--- src/sv/nfa_pkg.sv ---
// Shared constants, types and helpers for the next-fit identifier allocator.
package nfa_pkg;

    localparam int ID_BITS        = 8;
    localparam int STORE_CAPACITY = 256;
    localparam int OFF_W          = 4;
    localparam int ROW_W          = ID_BITS - OFF_W;
    localparam int WORD_W         = 2 ** OFF_W;
    localparam int ROWS           = 2 ** ROW_W;
    localparam int CNT_W          = ID_BITS + 1;
    localparam int K_W            = ROW_W + 1;
    localparam int ID_MASK        = (2 ** ID_BITS) - 1;

    // Request codes and status codes as seen on the ports.
    localparam logic ACT_GEN = 1'b0;
    localparam logic ACT_REL = 1'b1;
    localparam logic ST_OK   = 1'b0;
    localparam logic ST_FULL = 1'b1;

    typedef enum logic [2:0] {
        S_IDLE,
        S_SCAN,
        S_REL,
        S_DONE
    } t_state;

    typedef struct packed {
        logic              rd_en;
        logic [ROW_W-1:0]  rd_addr;
        logic              wr_en;
        logic [ROW_W-1:0]  wr_addr;
        logic [WORD_W-1:0] wr_data;
    } t_map_req;

    // Position of the lowest set bit; zero when none is set.
    function automatic logic [OFF_W-1:0] low_set(input logic [WORD_W-1:0] w);
        logic [OFF_W-1:0] pos;
        pos = '0;
        for (int b = WORD_W - 1; b >= 0; b--) begin
            if (w[b]) begin
                pos = OFF_W'(b);
            end
        end
        return pos;
    endfunction

endpackage

--- src/sv/nfa_map.sv ---
// In-use map: word-wide synchronous memory with per-row valid bits.
module nfa_map
    import nfa_pkg::*;
(
    input  logic              i_clk,
    input  logic              i_rst_n,
    input  t_map_req          i_req,
    output logic [WORD_W-1:0] o_rd_data
);

    logic [WORD_W-1:0] r_mem [ROWS];
    logic [ROWS-1:0]   r_row_vld;
    logic [WORD_W-1:0] r_rd_data;
    logic              r_rd_vld;

    always_ff @(posedge i_clk) begin
        if (i_req.wr_en) begin
            r_mem[i_req.wr_addr] <= i_req.wr_data;
        end
        if (i_req.rd_en) begin
            r_rd_data <= r_mem[i_req.rd_addr];
        end
    end

    always_ff @(posedge i_clk) begin
        if (!i_rst_n) begin
            r_row_vld <= '0;
            r_rd_vld  <= 1'b0;
        end else begin
            if (i_req.wr_en) begin
                r_row_vld[i_req.wr_addr] <= 1'b1;
            end
            if (i_req.rd_en) begin
                r_rd_vld <= r_row_vld[i_req.rd_addr];
            end
        end
    end

    // A row never written reads as all free.
    assign o_rd_data = r_rd_vld ? r_rd_data : '0;

endmodule

--- src/sv/next_fit_id_allocator_top.sv ---
// Next-fit identifier allocator: request control, word scan and result register.
// Release: accept, one map read, write back, result.
// Generate: scans 16-bit map words from the id after the last issued id, one
//   word per cycle through the synchronous map read port; when the space is full
//   it answers without a scan. One item at a time; o_stall is high from
//   accept until the result is loaded. Sync active-low reset clears map, last id, count.
module next_fit_id_allocator_top
    import nfa_pkg::*;
(
    input  logic       i_clk,
    input  logic       i_rst_n,
    input  logic       i_valid,
    output logic       o_stall,
    input  logic       i_action,
    input  logic [7:0] i_release_id,
    output logic       o_valid,
    input  logic       i_stall,
    output logic [7:0] o_allocated_id,
    output logic       o_status
);

    t_state             r_state, n_state;
    logic [ID_BITS-1:0] r_last, n_last;
    logic [CNT_W-1:0]   r_count, n_count;
    logic [ID_BITS-1:0] r_start, n_start;
    logic [ID_BITS-1:0] r_rel_id, n_rel_id;
    logic [K_W-1:0]     r_k, n_k;
    logic               r_chk_vld, n_chk_vld;
    logic [K_W-1:0]     r_chk_k, n_chk_k;
    logic [ROW_W-1:0]   r_chk_addr, n_chk_addr;
    logic [7:0]         r_res_id, n_res_id;
    logic               r_res_status, n_res_status;
    logic               r_o_valid;
    logic [7:0]         r_o_id;
    logic               r_o_status;

    t_map_req           map_req;
    logic [WORD_W-1:0]  rd_word;
    logic               accept;
    logic               full;
    logic               load_out;
    logic [WORD_W-1:0]  scan_mask;
    logic [WORD_W-1:0]  free_bits;
    logic [OFF_W-1:0]   free_pos;
    logic [ID_BITS-1:0] found_id;
    logic [OFF_W-1:0]   start_off;

    nfa_map u_map (
        .i_clk     (i_clk),
        .i_rst_n   (i_rst_n),
        .i_req     (map_req),
        .o_rd_data (rd_word)
    );

    assign accept    = i_valid && !o_stall;
    assign full      = (r_count > CNT_W'(ID_MASK)) || (r_count >= CNT_W'(STORE_CAPACITY));
    assign load_out  = (r_state == S_DONE) && (!r_o_valid || !i_stall);
    assign start_off = r_start[OFF_W-1:0];

    // First word looks at bits from the start offset up; the wrapped pass over
    // the same word looks only below it; every other word is searched whole.
    always_comb begin
        scan_mask = '1;
        if (r_chk_k == '0) begin
            scan_mask = '1 << start_off;
        end else if (r_chk_k == K_W'(ROWS)) begin
            scan_mask = ~('1 << start_off);
        end
    end

    assign free_bits = ~rd_word & scan_mask;
    assign free_pos  = low_set(free_bits);
    assign found_id  = {r_chk_addr, free_pos};

    always_comb begin
        n_state      = r_state;
        n_last       = r_last;
        n_count      = r_count;
        n_start      = r_start;
        n_rel_id     = r_rel_id;
        n_k          = r_k;
        n_chk_vld    = 1'b0;
        n_chk_k      = r_chk_k;
        n_chk_addr   = r_chk_addr;
        n_res_id     = r_res_id;
        n_res_status = r_res_status;
        map_req      = '0;

        case (r_state)
            S_IDLE: begin
                if (accept) begin
                    if (i_action == ACT_REL) begin
                        // Fetch the word that holds the released bit.
                        n_rel_id        = i_release_id[ID_BITS-1:0];
                        map_req.rd_en   = 1'b1;
                        map_req.rd_addr = i_release_id[ID_BITS-1:OFF_W];
                        n_state         = S_REL;
                    end else if (full) begin
                        n_res_id     = '0;
                        n_res_status = ST_FULL;
                        n_state      = S_DONE;
                    end else begin
                        n_start = r_last + 1'b1;
                        n_k     = '0;
                        n_state = S_SCAN;
                    end
                end
            end

            S_SCAN: begin
                // Issue one word read per cycle; check the word read last cycle.
                map_req.rd_en   = 1'b1;
                map_req.rd_addr = r_start[ID_BITS-1:OFF_W] + r_k[ROW_W-1:0];
                n_chk_vld       = 1'b1;
                n_chk_k         = r_k;
                n_chk_addr      = map_req.rd_addr;
                if (r_k != K_W'(ROWS)) begin
                    n_k = r_k + 1'b1;
                end
                if (r_chk_vld && (free_bits != '0)) begin
                    map_req.wr_en   = 1'b1;
                    map_req.wr_addr = r_chk_addr;
                    map_req.wr_data = rd_word | (WORD_W'(1) << free_pos);
                    n_last          = found_id;
                    n_count         = r_count + 1'b1;
                    n_res_id        = 8'(found_id);
                    n_res_status    = ST_OK;
                    n_chk_vld       = 1'b0;
                    n_state         = S_DONE;
                end
            end

            S_REL: begin
                // Clear the bit if it is set; a free identifier is left alone.
                if (rd_word[r_rel_id[OFF_W-1:0]]) begin
                    map_req.wr_en   = 1'b1;
                    map_req.wr_addr = r_rel_id[ID_BITS-1:OFF_W];
                    map_req.wr_data = rd_word & ~(WORD_W'(1) << r_rel_id[OFF_W-1:0]);
                    if (r_count != '0) begin
                        n_count = r_count - 1'b1;
                    end
                end
                n_res_id     = '0;
                n_res_status = ST_OK;
                n_state      = S_DONE;
            end

            S_DONE: begin
                // Hold until the output register can take the result.
                if (load_out) begin
                    n_state = S_IDLE;
                end
            end

            default: begin
                n_state = S_IDLE;
            end
        endcase
    end

    always_ff @(posedge i_clk) begin
        if (!i_rst_n) begin
            r_state   <= S_IDLE;
            r_last    <= '0;
            r_count   <= '0;
            r_chk_vld <= 1'b0;
            r_o_valid <= 1'b0;
        end else begin
            r_state   <= n_state;
            r_last    <= n_last;
            r_count   <= n_count;
            r_chk_vld <= n_chk_vld;
            if (load_out) begin
                r_o_valid <= 1'b1;
            end else if (!i_stall) begin
                r_o_valid <= 1'b0;
            end
        end
    end

    always_ff @(posedge i_clk) begin
        r_start      <= n_start;
        r_rel_id     <= n_rel_id;
        r_k          <= n_k;
        r_chk_k      <= n_chk_k;
        r_chk_addr   <= n_chk_addr;
        r_res_id     <= n_res_id;
        r_res_status <= n_res_status;
        if (load_out) begin
            r_o_id     <= r_res_id;
            r_o_status <= r_res_status;
        end
    end

    assign o_stall        = (r_state != S_IDLE);
    assign o_valid        = r_o_valid;
    assign o_allocated_id = r_o_id;
    assign o_status       = r_o_status;

endmodule
--- config.mk ---
export PLATFORM = sky130hd
export DESIGN_NAME = next_fit_id_allocator_top
export DESIGN_NICKNAME = d
export VERILOG_FILES = /design/src/sv/nfa_pkg.sv /design/src/sv/nfa_map.sv /design/src/sv/next_fit_id_allocator_top.sv
export SDC_FILE = /design/constraint.sdc
export NUM_CORES = 1
export LEC_CHECK = 0
export BUFFER_PORTS_ARGS = -buffer_cell sky130_fd_sc_hd__buf_4
export CAP_MARGIN = 20
export CORE_MARGIN = 8
export CORE_UTILIZATION = 52
export CTS_CLUSTER_DIAMETER = 60
export DETAILED_ROUTE_END_ITERATION = 10
export HOLD_SLACK_MARGIN = 0.15
export PLACE_DENSITY = 0.68
export SYNTH_ARGS = -nofsm -noshare
export SYNTH_HDL_FRONTEND = slang
export SYNTH_SLANG_ARGS = --single-unit
--- constraint.sdc ---
create_clock -name i_clk -period 4.6 [get_ports i_clk]
set_input_delay 0.69 -clock i_clk [delete_from_list [all_inputs] [get_ports i_clk]]
set_output_delay 0.69 -clock i_clk [all_outputs]
set_load 0.05 [all_outputs]
==> impl_metrics.env <==
export IMPL_outcome="finished clean"
export IMPL_clkLatencyLatePin_ns=0.53
export IMPL_postCtsSetupBuffers=0
export IMPL_dp_hpwl_um=27300
export IMPL_syn_avg_cell_area_um2=12.0
export IMPL_drv_cap=0
export IMPL_via_per_inst=6.25
export IMPL_synth_flop_cell="edfxtp_1"
export IMPL_antenna_left=0
export IMPL_final_setup_skew_ns=0.0232
export IMPL_yosys_warnings=0
export IMPL_overflow=0
export IMPL_leakage_nw=5.89
export IMPL_path_max_fanout=17
export IMPL_place_gp_congestion=0.974
export IMPL_setup_viol=0
export IMPL_drt_wl_total_um=42300
export IMPL_synth_edf_count=320
export IMPL_die_x_um=192
export IMPL_cp_arrival_ns=4.22
export IMPL_grt_max_degree=71
export IMPL_netlist_cell_type_count=79
export IMPL_drc=0
export IMPL_drt_initial_drc_count=1143
export IMPL_n_antenna_cell=0
export IMPL_cts_buffers=38
export IMPL_vias=11314
export IMPL_hold_class="input pin to register"
export IMPL_synth_top_area_cell="edfxtp_1"
export IMPL_drive_gt1_frac=0.136
export IMPL_clkTransAtPathRegs_ns=0.07
export IMPL_initial_core_util=0.529
export IMPL_wire_per_inst_um=23.4
export IMPL_grt_pass1_vias=10986
export IMPL_min_period_ns=4.08
export IMPL_synth_most_common_cell="edfxtp_1"
export IMPL_worstMarginPinSlew_ns=1.11
export IMPL_cp_cell_sequence="or4_1, buf_4, nor3_1, o21ai_0, o2bb2ai_2, o31ai_4, o22ai_1, nor2_2"
export IMPL_total_power_mw=9.59
export IMPL_areaGrowthSynthToFinish_pct=13.8
export IMPL_finalHoldViolations=0
export IMPL_die_y_um=192
export IMPL_cts_max_level=2
export IMPL_portBuffers=23
export IMPL_p_per_area_nw_per_um2=521
export IMPL_fin_tns_setup_ns=0
export IMPL_cts_path_max_buffers=3
export IMPL_grt_pass1_wl_um=64800
export IMPL_design_die_area_um2=37000
export IMPL_cts_tree="done"
export IMPL_seq_area_frac_synth=0.641
export IMPL_first_pass_iters=7
export IMPL_max_freq_mhz=245
export IMPL_synthTopCellsByCount="edfxtp_1 (320), nand2_1 (243), a211oi_1 (75), and2_1 (66), clkbuf_1 (59)"
export IMPL_rsz0062_at_grt="no"
export IMPL_synth_seq_cells=358
export IMPL_clock_sinks=358
export IMPL_crit_type="register to register"
export IMPL_critPathLaunchType="register"
export IMPL_rows=64
export IMPL_clock_root_buffer="clkbuf_16"
export IMPL_grt_usage=0.228
export IMPL_cp_slowest_cell="nor2_2"
export IMPL_grt_antenna_before_repair=1
export IMPL_cpPeakStageDelay_ns=0.92
export IMPL_crit_required_ns=4.74
export IMPL_synth_fp_nets=1377
export IMPL_synth_top_cells_by_area="edfxtp_1 (59%), nand2_1 (5.6%), dfxtp_1 (4.7%)"
export IMPL_post_route_util=0.602
export IMPL_synth_cells=1345
export IMPL_synth_top_area_frac=0.594
export IMPL_cts_repair_resized=0
export IMPL_fin_ws_ns=0.521
export IMPL_pre_cts_slack_ns=0.524
export IMPL_hold_ws_ns=0.344
export IMPL_period_share=0.887
export IMPL_async_flop_share=0
export IMPL_synth_area_um2=16200
export IMPL_io_pins=24
export IMPL_max_vdd_ir_drop_mv=0.368
export IMPL_drv_slew=0
export IMPL_placeableCoreArea_um2=30600
export IMPL_cts_hold_buffers=0
export IMPL_max_slew_margin=0.258
export IMPL_nNetsFinal=1416
export IMPL_cp_end_kind="register"
where the power goes:
part,total (mW),switching [mW],internal (mW)
registers,4.09,0.256,3.83
clock network,2.97,1.24,1.74
logic,2.53,1.67,0.866
total,9.59,3.16,6.44
cells in the final DEF (no fill, tap or decap), types with 5 or more instances in the layout:
cell type,count
edfxtp_1,320
nand2_1,243
buf_4,85
a211oi_1,74
and2_1,66
a21oi_1,49
a31oi_1,43
nand3_1,42
clkbuf_16,39
dfxtp_1,38
nor2_1,33
o21ai_0,27
a311oi_1,26
o21a_1,24
o211ai_1,22
inv_1,21
xnor2_1,19
a311o_1,17
ha_1,17
nor2_2,16
and3_1,10
clkinv_1,10
nor3_1,9
o22ai_1,9
nand4_1,8
clkbuf_1,8
buf_12,8
nor2b_1,7
o32ai_1,7
xor2_1,7
o221ai_1,5
per-layer routing:
| layer | share of wire | GRT usage | vias up |
|---|---|---|---|
| li1 | - | - | 5203 |
| met5 | 0 | 0 | - |
| met1 | 0.42 | 0.303 | 5533 |
| met3 | 0.077 | 0.0464 | 92 |
| met4 | 0.030 | 0.0720 | 0 |
| met2 | 0.47 | 0.371 | 486 |
area by class of cell:
cell class / instances / area, um2
clock inverter: 22 / 206
clock buffer: 47 / 1010
tap: 396 / 495
timing repair buffer: 93 / 798
inverter: 22 / 82.6
multi-input combinational: 871 / 5440
sequential: 358 / 10400
fill: 2420 / 12200
worst paths after layout:
kind,start,to,slack (ns),cells past startpoint
max reg2reg,r_chk_k[1]$_DFFE_PP_,u_map.r_mem[3][5]$_DFFE_PP_,0.52,8
min,i_release_id[3],r_rel_id[3]$_DFFE_PP_,0.34,1
min reg2reg,r_res_id[1]$_SDFFCE_PN0P_,o_allocated_id[1]$_DFFE_PP_,0.42,0
max,r_chk_k[1]$_DFFE_PP_,u_map.r_mem[3][5]$_DFFE_PP_,0.52,8
sequential cells by signal (all words and copies together) (netlist names):
name             count
r_rel_id             8
r_k                  5
o_valid              1
r_res_status         1
u_map.r_rd_vld       1
u_map.r_rd_data     16
u_map.r_mem        256
r_chk_addr           4
u_map.r_row_vld     16
o_allocated_id       8
r_last               8
r_res_id             8
r_start              8
r_state              2
r_chk_vld            1
r_count              9
o_status             1
r_chk_k              5
worst max-delay path, delay by kind of cell (launching register included):
kind	cells	cell delay, ns
simple gates	3	1.92
buf+inv	1	0.24
compound gates	4	1.12
flops	1	0.40
metrics by stage:
stage | cells | instance area (um2)
after floorplan | 1345 | 16200
after global placement | 1740 | 17200
after detailed placement | 1740 | 17200
after CTS | 1809 | 18400
after global routing | 1809 | 18400
final | 1809 | 18400
logic make-up (layout without fill, tap and decap cells):
kind of cell	after synthesis	in the layout	synth area share
buffers and inverters	116	184	0.0287
and+or+nand+nor	458	458	0.131
adders and majority gates	19	19	0.0156
xor gates and xnor gates	26	26	0.0141
muxes	8	8	0.00735
DFF	358	358	0.641
AOI/OAI and AO/OA	360	360	0.162
Note: power is estimated with default switching activity, not from simulation.
